**src/rtl/core/slxfp_pkg.sv**
```systemverilog
`default_nettype none
// ----------------------------------------------------------------------------
// slxfp_pkg
// Shared types and constants of the sync/length/XOR frame parser.
// ----------------------------------------------------------------------------
package slxfp_pkg;

    localparam logic [7:0]  SYNC_BYTE      = 8'hF0;
    localparam logic [7:0]  TYPE_SELFCHECK = 8'h02;
    localparam logic [7:0]  TYPE_PULSE     = 8'h04;
    localparam logic [7:0]  TYPE_BEAM      = 8'h06;
    localparam logic [15:0] FIRST_CAPTURED = 16'd5;
    localparam logic [15:0] MIN_LENGTH     = 16'd6;
    localparam logic [15:0] LEN_SELFCHECK  = 16'd8;
    localparam logic [15:0] LEN_PULSE      = 16'd15;
    localparam logic [15:0] LEN_BEAM       = 16'd13;
    localparam logic [1:0]  FLAG_CHAN_ONE  = 2'b01;
    localparam logic [1:0]  FLAG_CHAN_TWO  = 2'b10;
    localparam logic [1:0]  FLAG_CHAN_THR  = 2'b11;

    // captured bytes handed from the parser to the formatter
    localparam int REC_BYTES = 8;

    typedef enum logic [1:0] {
        KIND_SELFCHECK = 2'd0,
        KIND_PULSE     = 2'd1,
        KIND_BEAM      = 2'd2
    } t_kind;

    typedef struct packed {
        t_kind                          kind;
        logic [REC_BYTES-1:0][7:0]      bytes;
    } t_rec;

endpackage
`default_nettype wire

```
**src/rtl/core/sync_length_xor_frame_parser.sv**
```systemverilog
`default_nettype none
// ----------------------------------------------------------------------------
// sync_length_xor_frame_parser
// Deframes a received byte stream (sync F0 F0, type, 16-bit LE length, body,
// XOR checksum) and emits one decoded result per valid known frame.
//
// Input channel: one received byte per item on i_rx_byte, i_valid/o_ready.
// Output channel: one result per accepted frame, o_valid/i_ready, with every
// field not belonging to the frame kind driven to zero.
// Throughput: one byte per cycle; o_ready drops only when the two-entry
// result queue is full.
// Result path: the frame's record is written into the queue when its last
// byte is accepted, then moved from the queue into the output register
// once that register is empty or its result is being taken.
// Reset: parser returns to sync hunt, queue and output register empty.
// Receiver stall: the output register holds its result, the queue absorbs
// up to two more results; byte intake stops once the queue is full.
// ----------------------------------------------------------------------------
module sync_length_xor_frame_parser
    import slxfp_pkg::*;
#(
    parameter int CAPTURE_BYTES = 10
) (
    input  wire logic        i_clk,
    input  wire logic        i_rst_n,
    input  wire logic        i_valid,
    output logic             o_ready,
    input  wire logic [7:0]  i_rx_byte,
    output logic             o_valid,
    input  wire logic        i_ready,
    output logic [1:0]       o_frame_kind,
    output logic [7:0]       o_status_first,
    output logic [7:0]       o_status_second,
    output logic [7:0]       o_status_third,
    output logic             o_chan_one_active,
    output logic             o_chan_two_active,
    output logic             o_chan_three_active,
    output logic [15:0]      o_pulse_parameter,
    output logic [7:0]       o_pulse_channel_byte,
    output logic [7:0]       o_peak_frequency,
    output logic [31:0]      o_beam_params_low,
    output logic [15:0]      o_beam_param_third
);

    logic q_full, q_empty, push, pop;
    t_rec rec_in, rec_out;

    slxfp_front #(
        .CAPTURE_BYTES (CAPTURE_BYTES)
    ) u_front (
        .i_clk     (i_clk),
        .i_rst_n   (i_rst_n),
        .i_valid   (i_valid),
        .o_ready   (o_ready),
        .i_rx_byte (i_rx_byte),
        .i_q_full  (q_full),
        .o_push    (push),
        .o_rec     (rec_in)
    );

    slxfp_queue u_queue (
        .i_clk   (i_clk),
        .i_rst_n (i_rst_n),
        .i_push  (push),
        .i_rec   (rec_in),
        .o_full  (q_full),
        .i_pop   (pop),
        .o_empty (q_empty),
        .o_rec   (rec_out)
    );

    slxfp_back u_back (
        .i_clk                (i_clk),
        .i_rst_n              (i_rst_n),
        .i_q_empty            (q_empty),
        .i_rec                (rec_out),
        .o_pop                (pop),
        .o_valid              (o_valid),
        .i_ready              (i_ready),
        .o_frame_kind         (o_frame_kind),
        .o_status_first       (o_status_first),
        .o_status_second      (o_status_second),
        .o_status_third       (o_status_third),
        .o_chan_one_active    (o_chan_one_active),
        .o_chan_two_active    (o_chan_two_active),
        .o_chan_three_active  (o_chan_three_active),
        .o_pulse_parameter    (o_pulse_parameter),
        .o_pulse_channel_byte (o_pulse_channel_byte),
        .o_peak_frequency     (o_peak_frequency),
        .o_beam_params_low    (o_beam_params_low),
        .o_beam_param_third   (o_beam_param_third)
    );

endmodule
`default_nettype wire

```
**src/rtl/core/slxfp_front.sv**
```systemverilog
`default_nettype none
// ----------------------------------------------------------------------------
// slxfp_front
// Frame parser: sync hunt, header decode, running XOR, body capture and
// frame-end classification into a result record.
// ----------------------------------------------------------------------------
module slxfp_front
    import slxfp_pkg::*;
#(
    parameter int CAPTURE_BYTES = 10
) (
    input  wire logic       i_clk,
    input  wire logic       i_rst_n,
    input  wire logic       i_valid,
    output logic            o_ready,
    input  wire logic [7:0] i_rx_byte,
    input  wire logic       i_q_full,
    output logic            o_push,
    output t_rec            o_rec
);

    typedef enum logic [5:0] {
        PH_HUNT1  = 6'b000001,
        PH_HUNT2  = 6'b000010,
        PH_TYPE   = 6'b000100,
        PH_LEN_LO = 6'b001000,
        PH_LEN_HI = 6'b010000,
        PH_BODY   = 6'b100000
    } t_phase;

    t_phase                           r_phase, n_phase;
    logic [7:0]                       r_type, n_type;
    logic [15:0]                      r_len, n_len;
    logic [15:0]                      r_pos, n_pos;
    logic [7:0]                       r_xor, n_xor;
    logic [CAPTURE_BYTES-1:0][7:0]    r_cap;
    logic [CAPTURE_BYTES-1:0][7:0]    cap_next;
    logic [CAPTURE_BYTES-1:0]         cap_we;
    logic                             accept;
    logic                             last_byte;
    logic                             known;
    t_kind                            kind;

    assign o_ready   = ~i_q_full;
    assign accept    = i_valid & o_ready;
    assign last_byte = ({1'b0, r_pos} + 17'd1) >= {1'b0, r_len};

    for (genvar g = 0; g < CAPTURE_BYTES; g++) begin : g_cap
        assign cap_we[g]   = accept && (r_phase == PH_BODY) &&
                             (r_pos == FIRST_CAPTURED + 16'(g));
        assign cap_next[g] = cap_we[g] ? i_rx_byte : r_cap[g];

        always_ff @(posedge i_clk) begin
            if (cap_we[g]) begin
                r_cap[g] <= i_rx_byte;
            end
        end
    end

    for (genvar j = 0; j < REC_BYTES; j++) begin : g_rec
        assign o_rec.bytes[j] = cap_next[j];
    end

    always_comb begin
        known = 1'b0;
        kind  = KIND_SELFCHECK;
        if (r_type == TYPE_SELFCHECK && r_len >= LEN_SELFCHECK) begin
            known = 1'b1;
            kind  = KIND_SELFCHECK;
        end else if (r_type == TYPE_PULSE && r_len >= LEN_PULSE) begin
            known = 1'b1;
            kind  = KIND_PULSE;
        end else if (r_type == TYPE_BEAM && r_len >= LEN_BEAM) begin
            known = 1'b1;
            kind  = KIND_BEAM;
        end
    end

    assign o_rec.kind = kind;
    assign o_push     = accept && (r_phase == PH_BODY) && last_byte &&
                        (i_rx_byte == r_xor) && known;

    always_comb begin
        n_phase = r_phase;
        n_type  = r_type;
        n_len   = r_len;
        n_pos   = r_pos;
        n_xor   = r_xor;
        if (accept) begin
            case (r_phase)
                PH_HUNT2: begin
                    n_phase = (i_rx_byte == SYNC_BYTE) ? PH_TYPE : PH_HUNT1;
                end
                PH_TYPE: begin
                    n_type  = i_rx_byte;
                    n_xor   = i_rx_byte;
                    n_phase = PH_LEN_LO;
                end
                PH_LEN_LO: begin
                    n_len   = {8'h00, i_rx_byte};
                    n_xor   = r_xor ^ i_rx_byte;
                    n_phase = PH_LEN_HI;
                end
                PH_LEN_HI: begin
                    n_len = {i_rx_byte, r_len[7:0]};
                    n_xor = r_xor ^ i_rx_byte;
                    if ({i_rx_byte, r_len[7:0]} < MIN_LENGTH) begin
                        n_phase = PH_HUNT1;
                    end else begin
                        n_pos   = FIRST_CAPTURED;
                        n_phase = PH_BODY;
                    end
                end
                PH_BODY: begin
                    if (last_byte) begin
                        n_phase = PH_HUNT1;
                    end else begin
                        n_xor = r_xor ^ i_rx_byte;
                        n_pos = r_pos + 16'd1;
                    end
                end
                default: begin
                    n_phase = (i_rx_byte == SYNC_BYTE) ? PH_HUNT2 : PH_HUNT1;
                end
            endcase
        end
    end

    always_ff @(posedge i_clk) begin
        if (!i_rst_n) begin
            r_phase <= PH_HUNT1;
            r_type  <= 8'h00;
            r_len   <= 16'h0000;
            r_pos   <= 16'h0000;
            r_xor   <= 8'h00;
        end else begin
            r_phase <= n_phase;
            r_type  <= n_type;
            r_len   <= n_len;
            r_pos   <= n_pos;
            r_xor   <= n_xor;
        end
    end

endmodule
`default_nettype wire

```
**src/rtl/core/slxfp_queue.sv**
```systemverilog
`default_nettype none
// ----------------------------------------------------------------------------
// slxfp_queue
// Two-entry record queue between the parser and the result formatter.
// ----------------------------------------------------------------------------
module slxfp_queue
    import slxfp_pkg::*;
(
    input  wire logic i_clk,
    input  wire logic i_rst_n,
    input  wire logic i_push,
    input  wire t_rec i_rec,
    output logic      o_full,
    input  wire logic i_pop,
    output logic      o_empty,
    output t_rec      o_rec
);

    t_rec       r_mem [2];
    logic       r_wr_ptr, r_rd_ptr;
    logic [1:0] r_count, n_count;

    assign o_full  = (r_count == 2'd2);
    assign o_empty = (r_count == 2'd0);
    assign o_rec   = r_mem[r_rd_ptr];

    always_comb begin
        n_count = r_count;
        case ({i_push, i_pop})
            2'b10:   n_count = r_count + 2'd1;
            2'b01:   n_count = r_count - 2'd1;
            default: n_count = r_count;
        endcase
    end

    always_ff @(posedge i_clk) begin
        if (i_push) begin
            r_mem[r_wr_ptr] <= i_rec;
        end
    end

    always_ff @(posedge i_clk) begin
        if (!i_rst_n) begin
            r_wr_ptr <= 1'b0;
            r_rd_ptr <= 1'b0;
            r_count  <= 2'd0;
        end else begin
            if (i_push) begin
                r_wr_ptr <= ~r_wr_ptr;
            end
            if (i_pop) begin
                r_rd_ptr <= ~r_rd_ptr;
            end
            r_count <= n_count;
        end
    end

endmodule
`default_nettype wire

```
**src/rtl/core/slxfp_back.sv**
```systemverilog
`default_nettype none
// ----------------------------------------------------------------------------
// slxfp_back
// Result formatter: decodes a queued record into the result fields and
// holds them in the output register.
// ----------------------------------------------------------------------------
module slxfp_back
    import slxfp_pkg::*;
(
    input  wire logic  i_clk,
    input  wire logic  i_rst_n,
    input  wire logic  i_q_empty,
    input  wire t_rec  i_rec,
    output logic       o_pop,
    output logic       o_valid,
    input  wire logic  i_ready,
    output logic [1:0]  o_frame_kind,
    output logic [7:0]  o_status_first,
    output logic [7:0]  o_status_second,
    output logic [7:0]  o_status_third,
    output logic        o_chan_one_active,
    output logic        o_chan_two_active,
    output logic        o_chan_three_active,
    output logic [15:0] o_pulse_parameter,
    output logic [7:0]  o_pulse_channel_byte,
    output logic [7:0]  o_peak_frequency,
    output logic [31:0] o_beam_params_low,
    output logic [15:0] o_beam_param_third
);

    logic        r_valid;
    logic [1:0]  r_kind, n_kind;
    logic [7:0]  r_st1, n_st1, r_st2, n_st2, r_st3, n_st3;
    logic        r_f1, n_f1, r_f2, n_f2, r_f3, n_f3;
    logic [15:0] r_pparam, n_pparam;
    logic [7:0]  r_pchan, n_pchan;
    logic [7:0]  r_peak, n_peak;
    logic [31:0] r_blow, n_blow;
    logic [15:0] r_b3, n_b3;
    logic        flag1, flag2, flag3;

    assign o_pop = ~i_q_empty & (~r_valid | i_ready);

    assign flag1 = (i_rec.bytes[0][7:6] == FLAG_CHAN_ONE);
    assign flag2 = (i_rec.bytes[0][5:4] == FLAG_CHAN_TWO);
    assign flag3 = (i_rec.bytes[0][3:2] == FLAG_CHAN_THR);

    always_comb begin
        n_kind   = i_rec.kind;
        n_st1    = 8'h00;
        n_st2    = 8'h00;
        n_st3    = 8'h00;
        n_f1     = 1'b0;
        n_f2     = 1'b0;
        n_f3     = 1'b0;
        n_pparam = 16'h0000;
        n_pchan  = 8'h00;
        n_peak   = 8'h00;
        n_blow   = 32'h0000_0000;
        n_b3     = 16'h0000;
        case (i_rec.kind)
            KIND_SELFCHECK: begin
                n_st1 = i_rec.bytes[0];
                n_st2 = i_rec.bytes[1];
                n_st3 = i_rec.bytes[2];
            end
            KIND_PULSE: begin
                n_f1     = flag1;
                n_f2     = flag2;
                n_f3     = flag3;
                n_pparam = {i_rec.bytes[1], i_rec.bytes[2]};
                n_pchan  = i_rec.bytes[3];
            end
            KIND_BEAM: begin
                n_f1   = flag1;
                n_f2   = flag2;
                n_f3   = flag3;
                n_peak = i_rec.bytes[1];
                n_blow = {i_rec.bytes[2], i_rec.bytes[3],
                          i_rec.bytes[4], i_rec.bytes[5]};
                n_b3   = {i_rec.bytes[6], i_rec.bytes[7]};
            end
            default: begin
                n_kind = i_rec.kind;
            end
        endcase
    end

    always_ff @(posedge i_clk) begin
        if (o_pop) begin
            r_kind   <= n_kind;
            r_st1    <= n_st1;
            r_st2    <= n_st2;
            r_st3    <= n_st3;
            r_f1     <= n_f1;
            r_f2     <= n_f2;
            r_f3     <= n_f3;
            r_pparam <= n_pparam;
            r_pchan  <= n_pchan;
            r_peak   <= n_peak;
            r_blow   <= n_blow;
            r_b3     <= n_b3;
        end
    end

    always_ff @(posedge i_clk) begin
        if (!i_rst_n) begin
            r_valid <= 1'b0;
        end else if (o_pop) begin
            r_valid <= 1'b1;
        end else if (i_ready) begin
            r_valid <= 1'b0;
        end
    end

    assign o_valid              = r_valid;
    assign o_frame_kind         = r_kind;
    assign o_status_first       = r_st1;
    assign o_status_second      = r_st2;
    assign o_status_third       = r_st3;
    assign o_chan_one_active    = r_f1;
    assign o_chan_two_active    = r_f2;
    assign o_chan_three_active  = r_f3;
    assign o_pulse_parameter    = r_pparam;
    assign o_pulse_channel_byte = r_pchan;
    assign o_peak_frequency     = r_peak;
    assign o_beam_params_low    = r_blow;
    assign o_beam_param_third   = r_b3;

endmodule
`default_nettype wire

```
**config.mk**
```make
export PLATFORM = sky130hd
export DESIGN_NAME = sync_length_xor_frame_parser
export DESIGN_NICKNAME = d
export VERILOG_FILES = /design/src/rtl/core/slxfp_pkg.sv /design/src/rtl/core/sync_length_xor_frame_parser.sv /design/src/rtl/core/slxfp_front.sv /design/src/rtl/core/slxfp_queue.sv /design/src/rtl/core/slxfp_back.sv
export SDC_FILE = /design/constraint.sdc
export NUM_CORES = 1
export LEC_CHECK = 0
export ABC_AREA = 1
export BUFFER_PORTS_ARGS = -buffer_cell sky130_fd_sc_hd__buf_4
export CAP_MARGIN = 0
export CORE_MARGIN = 4
export CORE_UTILIZATION = 55
export CTS_BUF_LIST = sky130_fd_sc_hd__clkbuf_8
export DETAILED_ROUTE_END_ITERATION = 8
export HOLD_SLACK_MARGIN = 0.08
export PLACE_DENSITY = 0.74
export SYNTH_ARGS = -nofsm -noshare
export SYNTH_HDL_FRONTEND = slang
export SYNTH_SLANG_ARGS = --single-unit
```
**constraint.sdc**
```tcl
create_clock -name i_clk -period 9.7 [get_ports i_clk]
set_input_delay 0.97 -clock i_clk [delete_from_list [all_inputs] [get_ports i_clk]]
set_output_delay 0.97 -clock i_clk [all_outputs]
set_load 0.005 [all_outputs]
```
Word level (Yosys, flattened, before mapping)
Memories as Yosys holds them, arrays and structs flattened. A register that Yosys moved wholly into a read port is not among the register bits.
Index checks and enable logic that the tools add are counted.
{"block": "totals", "output_inout_bits": 111, "reg_bits": 232, "mem_count": 1, "ramBits": 132, "elab_cells": 141}
{"memory": "u_queue.r_mem", "depth": 2, "width": 66, "read_ports": 1, "rd_ports_with_merged_regs": 1, "write_ports": 1, "line": "slxfp_queue.sv:19", "rtl": "t_rec r_mem [2];"}
{"block": "classes", "n_eq_ne": 29, "n_reduce_logical": 30, "mux": 32, "add_sub_neg": 4, "bitwise": 10, "magnitude_cmp": 5}
{"op": "equality test 16 x 4 -> 1 bit (second input constant)", "n": 5}
{"op": "two-way mux 8 bit", "n": 9}
{"op": "case mux 16 bit (2 select lines)", "n": 2}
{"op": "equality test 16 x 3 -> 1 bit (second input constant)", "n": 3}
{"op": ">= comparator 16 x 4 -> 1 bit (second input constant)", "n": 3}
{"op": "two-way mux 16 bit", "n": 2}
{"op": "case mux 6 bit (5 select lines)", "n": 1}
{"op": "case mux 8 bit (3 select lines)", "n": 1}
{"op": "adder 16 x 1 -> 17 bit (second input constant)", "n": 1}
{"op": ">= comparator 17 x 16 -> 1 bit", "n": 1}
{"op": "adder 16 x 1 -> 16 bit (second input constant)", "n": 1}
{"op": "equality test 8 x 3 -> 1 bit (second input constant)", "n": 2}
{"op": "< comparator 16 x 3 -> 1 bit (second input constant)", "n": 1}
{"op": "logical AND 1 bit", "n": 15}
{"op": "two-way mux 6 bit", "n": 2}
{"op": "equality test 2 bit (second input constant)", "n": 5}
{"op": "two-way mux 1 bit", "n": 9}
{"op": "equality test 8 x 2 -> 1 bit (second input constant)", "n": 1}
{"op": "equality test 8 bit", "n": 1}
{"op": "equality test 8 bit (second input constant)", "n": 1}
{"op": "two-way mux 2 bit", "n": 4}
{"op": "nonzero test 2 bit", "n": 4}
{"op": "XOR 8 bit", "n": 1}
{"op": "equality test 2 x 1 -> 1 bit (second input constant)", "n": 3}
{"op": "20 further kinds", "n": 32}

Logic depth before layout (Yosys ltp)
{"block": "logic_depth", "word_depth": 9, "depth_mapped": 23}

Modules after synthesis
A second synthesis with hierarchy kept.
{"block": "unflattened", "cells_unflattened": 1331, "hier_area_um2": 14966.9}
{"module": "slxfp_front", "cells_per_inst": 748, "instances": 1, "area_per_inst_um2": 5567.8}
{"module": "slxfp_queue", "cells_per_inst": 240, "instances": 1, "area_per_inst_um2": 5149.9}
{"module": "slxfp_back", "cells_per_inst": 343, "instances": 1, "area_per_inst_um2": 4249.1}

Worst setup path after synthesis
Ideal clock, no wire load.
{"block": "synth_timing", "path_type": "input to register", "start": "input port i_ready", "end": "register u_queue.r_count[1]", "arrival_ns": 6.984, "setup_slack_ns": 2.646, "setup_ns": 0.070, "cell_stages": 8, "path_cell_list": "nor2_1 > nor2_1 > ha_1 > inv_1 > nand2_1 > nor2_1 > o21ai_0 > a21oi_1"}
{"block": "synth_between", "elab_chain_cells": 4, "elab_cells_between_ends": 6}
{"element": "start, declared", "line": "sync_length_xor_frame_parser.sv:30", "rtl": "input wire logic i_ready,"}
{"element": "bitwise OR 1 bit (*)", "line": "slxfp_back.sv:42", "rtl": "assign o_pop = ~i_q_empty & (~r_valid | i_ready);"}
{"element": "AND 1 bit (*)", "line": "slxfp_back.sv:42"}
{"element": "via pop", "line": "sync_length_xor_frame_parser.sv:45", "rtl": "logic q_full, q_empty, push, pop;"}
{"element": "equality test 2 x 1 -> 1 bit or equality test 2 bit (tied branches)", "line": "slxfp_queue.sv:29", "rtl": "case ({i_push, i_pop})"}
{"element": "case mux 2 bit (2 select lines) or nonzero test 2 bit (tied branches)"}
{"element": "end signal, assigned", "line": "slxfp_queue.sv:54", "rtl": "r_count <= n_count;"}
{"element": "end, declared", "line": "slxfp_queue.sv:21", "rtl": "logic [1:0] r_count, n_count;"}
Mark *: on every way through the listed nets, which the timed path passes. The rest lies on a longest branch.
A chain may end at the register's enable or synchronous reset.

Worst setup path after layout
{"block": "layout_timing", "start": "register u_front.r_pos[0]", "end": "memory u_queue.r_mem[1][57] (netlist bit), enable pin"}
{"block": "layout_between", "elab_chain_cells": 7}
{"element": "start, declared", "line": "slxfp_front.sv:34", "rtl": "logic [15:0] r_pos, n_pos;"}
{"element": "start signal, assigned", "line": "slxfp_front.sv:140", "rtl": "r_pos <= n_pos;"}
{"element": "adder 16 x 1 -> 17 bit", "line": "slxfp_front.sv:46", "rtl": "assign last_byte = ({1'b0, r_pos} + 17'd1) >= {1'b0, r_len};"}
{"element": ">= comparator 17 x 16 -> 1 bit", "line": "slxfp_front.sv:46"}
{"element": "logical AND 1 bit (2 in a row)", "line": "slxfp_front.sv:80", "rtl": "assign o_push = accept && (r_phase == PH_BODY) && last_byte &&"}
{"element": "logical AND 1 bit", "line": "slxfp_front.sv:81", "rtl": "(i_rx_byte == r_xor) && known;"}
{"element": "two-way mux 1 bit", "line": "slxfp_queue.sv:37", "rtl": "if (i_push) begin"}
{"element": "two-way mux 1 bit (implied by the code)", "line": "slxfp_queue.sv:38", "rtl": "r_mem[r_wr_ptr] <= i_rec;"}
{"element": "end, declared", "line": "slxfp_queue.sv:19"}
Every way passes these cells.

==> impl_metrics.toml <==
[critical_path]
endpoint_kind = "register"
r2r_cells = 16
crit_cells = 16
start_kind = "register"
path_cells = "inv_1 -> nor3_2 -> nand3_1 -> nor2_1 -> nand2_1 -> xnor2_2 -> ha_1 -> inv_1 -> nor4_1 -> nand2_1 -> nand2_2 -> nand3_1 -> inv_1 -> nand2_1 -> inv_2 -> buf_4"
r2r_slack_ns = 5.65
cp.required_ns = 9.89
startpoint = "u_front.r_pos[0]$_SDFFE_PN0P_"
crit_buf_inv = 5
slowest_delay_ns = 0.69
worst-setup-path-type = "reg -> reg"
critical-path-top-delay-family = "simple AND/OR/NAND/NOR gates"
r2r-start = "u_front.r_pos[0]$_SDFFE_PN0P_"
slowest_stage = "buf_4"
cp.arrival_ns = 4.24
rr_endpoint = "u_queue.r_mem[1][57]$_DFFE_PP_"
endpoint = "u_queue.r_mem[1][57]$_DFFE_PP_"
crit_fanout = 66

[power]
p_int_w = 0.00276
p_seq_share_pct = 51.7
switchingPower_w = 0.000923
power_density_nw_per_um2 = 223
switching_share_pct = 25.1
max-vdd-ir-drop_v = 0.000123
leakage_nw = 6.52
p_clk_share_pct = 34.3
pwr-share-comb_pct = 13.9

[clock_network]
cts_root_buf = "clkbuf_8"
cts_num_sinks = 365
cts_tree = "yes"
clockBufferDepth = 3
ctsHoldBuffers = 0
cts_setup_buffers = 0
cts-htree-levels = 2
cts_buffers = 56
cts_resized = 0
path_clk_slew_ns = 0.06
worstSkewPairLatency_ns = 0.58

[layout]
drive_above_1_share_pct = 17.5
insertedDiodeCount = 0
syn_to_final_growth_pct = 16.4
nets = 1429
fillerInstances = 1985

[die]
core_um2 = 25300
dieArea_um2 = 28400
die_w_um = 169
die_h_um = 169
rows = 58
ios = 123
initial_core_util_pct = 56.2

[timing]
worst_slack_ns = 5.65
tightest_slew_ns = 1.15
rsz0062_at_grt = "no"
max_clock_freq_mhz = 247
period_needed_ns = 4.05
fin_skew_ns = 0.0279
fin_crit_sh_pct = 41.8
tns_ns = 0
hold_viol_final = 0
relSlewSlack_pct = 23.1
final_max_slew_viol_count = 0
finalSetupViolCount = 0

[hold_path]
min_path_type = "reg -> reg"

[synthesis]
synth_edf_count = 241
syn_area_um2 = 14200
async_reset_ff_share_pct = 0
synth.ff_latch_count = 365
synth.distinct_cells = 41
ys_seq_area_share_pct = 68.5
syn_avg_cell_area_um2 = 11.3
syn_nets = 1286
synthFlopType = "edfxtp_1"
synthCells = 1250
ys_warn_count = 0

[global_routing]
grt_max_degree = 73
grt_usage_pct = 20.0
grt_pass1_vias = 8985
antenna_found_initial = 0
gr-total-overflow = 0
grt_pass1_wl_um = 45900

[drt]
via_count = 9118
ant_nets = 0
first_pass_iters = 5
drt-initial-drc-count = 743
post_drt_wl_per_cell_um = 16.0
wl_um = 28400
drcViolationCount = 0
vias_per_cell = 5.15

[run]
drv_cap = 0

[place]
portBuffers = 122
gp_congestion = 0.863
place_ws_ns = 5.67
hpwl_um = 17400

[status]
status = "finished clean"
-- kinds of logic after synthesis --
group                      synth area share (%)
and+or+nand+nor                            15.4
muxes                                      2.12
xor gates and xnor gates                   1.41
buffers and inverters                      3.92
DFF                                        68.5
AOI/OAI and AO/OA                          6.55
adders and majority gates                  2.12
-- state kept, by name (all words and copies together) (netlist names), 16 cells and up, named ones only --
signal,cells
u_queue.r_mem,132
u_front.r_cap,64
u_back.o_beam_params_low,32
u_back.o_beam_param_third,16
u_back.o_pulse_parameter,16
u_front.r_len,16
u_front.r_pos,16
-- cell usage in the layout, fill, tap and decap left out, drive strengths merged --
cell	netlist	layout
nor4	6	6
inv	86	106
o21ai	124	124
clkbuf	25	65
nor3	9	9
xnor2	9	9
nand4	14	14
a21oi	55	55
dfxtp	124	124
mux2i	30	30
nor3b	2	2
nand3b	9	9
edfxtp	241	241
nand2	210	210
nor2	212	212
and3	1	1
and2	1	1
bufinv	0	3
clkinv	3	19
or2	2	2
xor2	13	13
nand3	32	32
ha	24	24
buf	18	128
-- worst min-delay path by stage --
stage | endpoint | slack (ns) | cells after the start | startpoint
floorplan | register | 0.43 | 1 | u_queue.r_rd_ptr$_SDFFE_PN0P_
global placement | register | 0.43 | 1 | u_queue.r_rd_ptr$_SDFFE_PN0P_
detailed placement | register | 0.44 | 1 | u_queue.r_rd_ptr$_SDFFE_PN0P_
CTS | register | 0.45 | 1 | u_queue.r_rd_ptr$_SDFFE_PN0P_
global route | u_front.r_len[13]$_SDFFE_PN0P_ | 0.49 | 2 | u_front.r_len[13]$_SDFFE_PN0P_
finish | register | 0.46 | 1 | u_queue.r_rd_ptr$_SDFFE_PN0P_
-- layer usage --
| layer | up-vias | GRT usage [%] | wire, µm |
|---|---|---|---|
| met2 | 269 | 34.1 | 13900 |
| met5 | - | 0 | 0 |
| met3 | 52 | 3.62 | 1930 |
| met1 | 4245 | 26.1 | 11900 |
| met4 | 0 | 6.42 | 672 |
| li1 | 4552 | - | - |
-- metrics by stage --
| stage | total power [W] | util [%] | instances | instance area [µm²] | hold slack, ns |
|---|---|---|---|---|---|
| finish | 0.00368 | 65.4 | 1769 | 16500 | 0.460 |
| global route | 0.00385 | 65.4 | 1769 | 16500 | 0.485 |
| CTS | 0.00372 | 65.4 | 1769 | 16500 | 0.453 |
| detailed placement | 0.00246 | 60.8 | 1665 | 15400 | 0.442 |
| global placement | 0.00245 | 60.8 | 1665 | 15400 | 0.425 |
| floorplan | 0.00219 | - | 1250 | 14200 | 0.425 |
-- power by group through the flow --
stage               combinational (W)  sequential, W  clock (W)
floorplan                    0.000210        0.00198          0
global placement             0.000515        0.00194          0
detailed placement           0.000525        0.00194          0
CTS                          0.000525        0.00190    0.00129
global route                 0.000560        0.00192    0.00137
finish                       0.000512        0.00190    0.00126
-- synth_stat cells, drive strengths merged, types with 3 or more instances --
cell type,n,share of area (%)
dfxtp,124,17
nor4,6,0.31
o21ai,124,4.6
nor2,212,5.6
buf,18,0.87
mux2i,30,2.1
nand3,32,1.4
clkinv,3,0.079
nand4,14,1.0
xor2,13,0.80
a21oi,55,2.0
edfxtp,241,51
nand3b,9,0.48
ha,24,2.1
xnor2,9,0.61
nor3,9,0.51
clkbuf,25,0.66
nand2,210,5.7
inv,86,2.3
-- area by class of cell --
cell class	count	area [µm²]	area share, %
clock buffer	65	895	5.42
clock inverter	39	256	1.55
inverter	89	339	2.05
multi-input combinational	753	3930	23.8
sequential	365	9720	58.9
tap	330	413	2.50
timing repair buffer	128	961	5.82
Power figures use the tool's default switching activity.
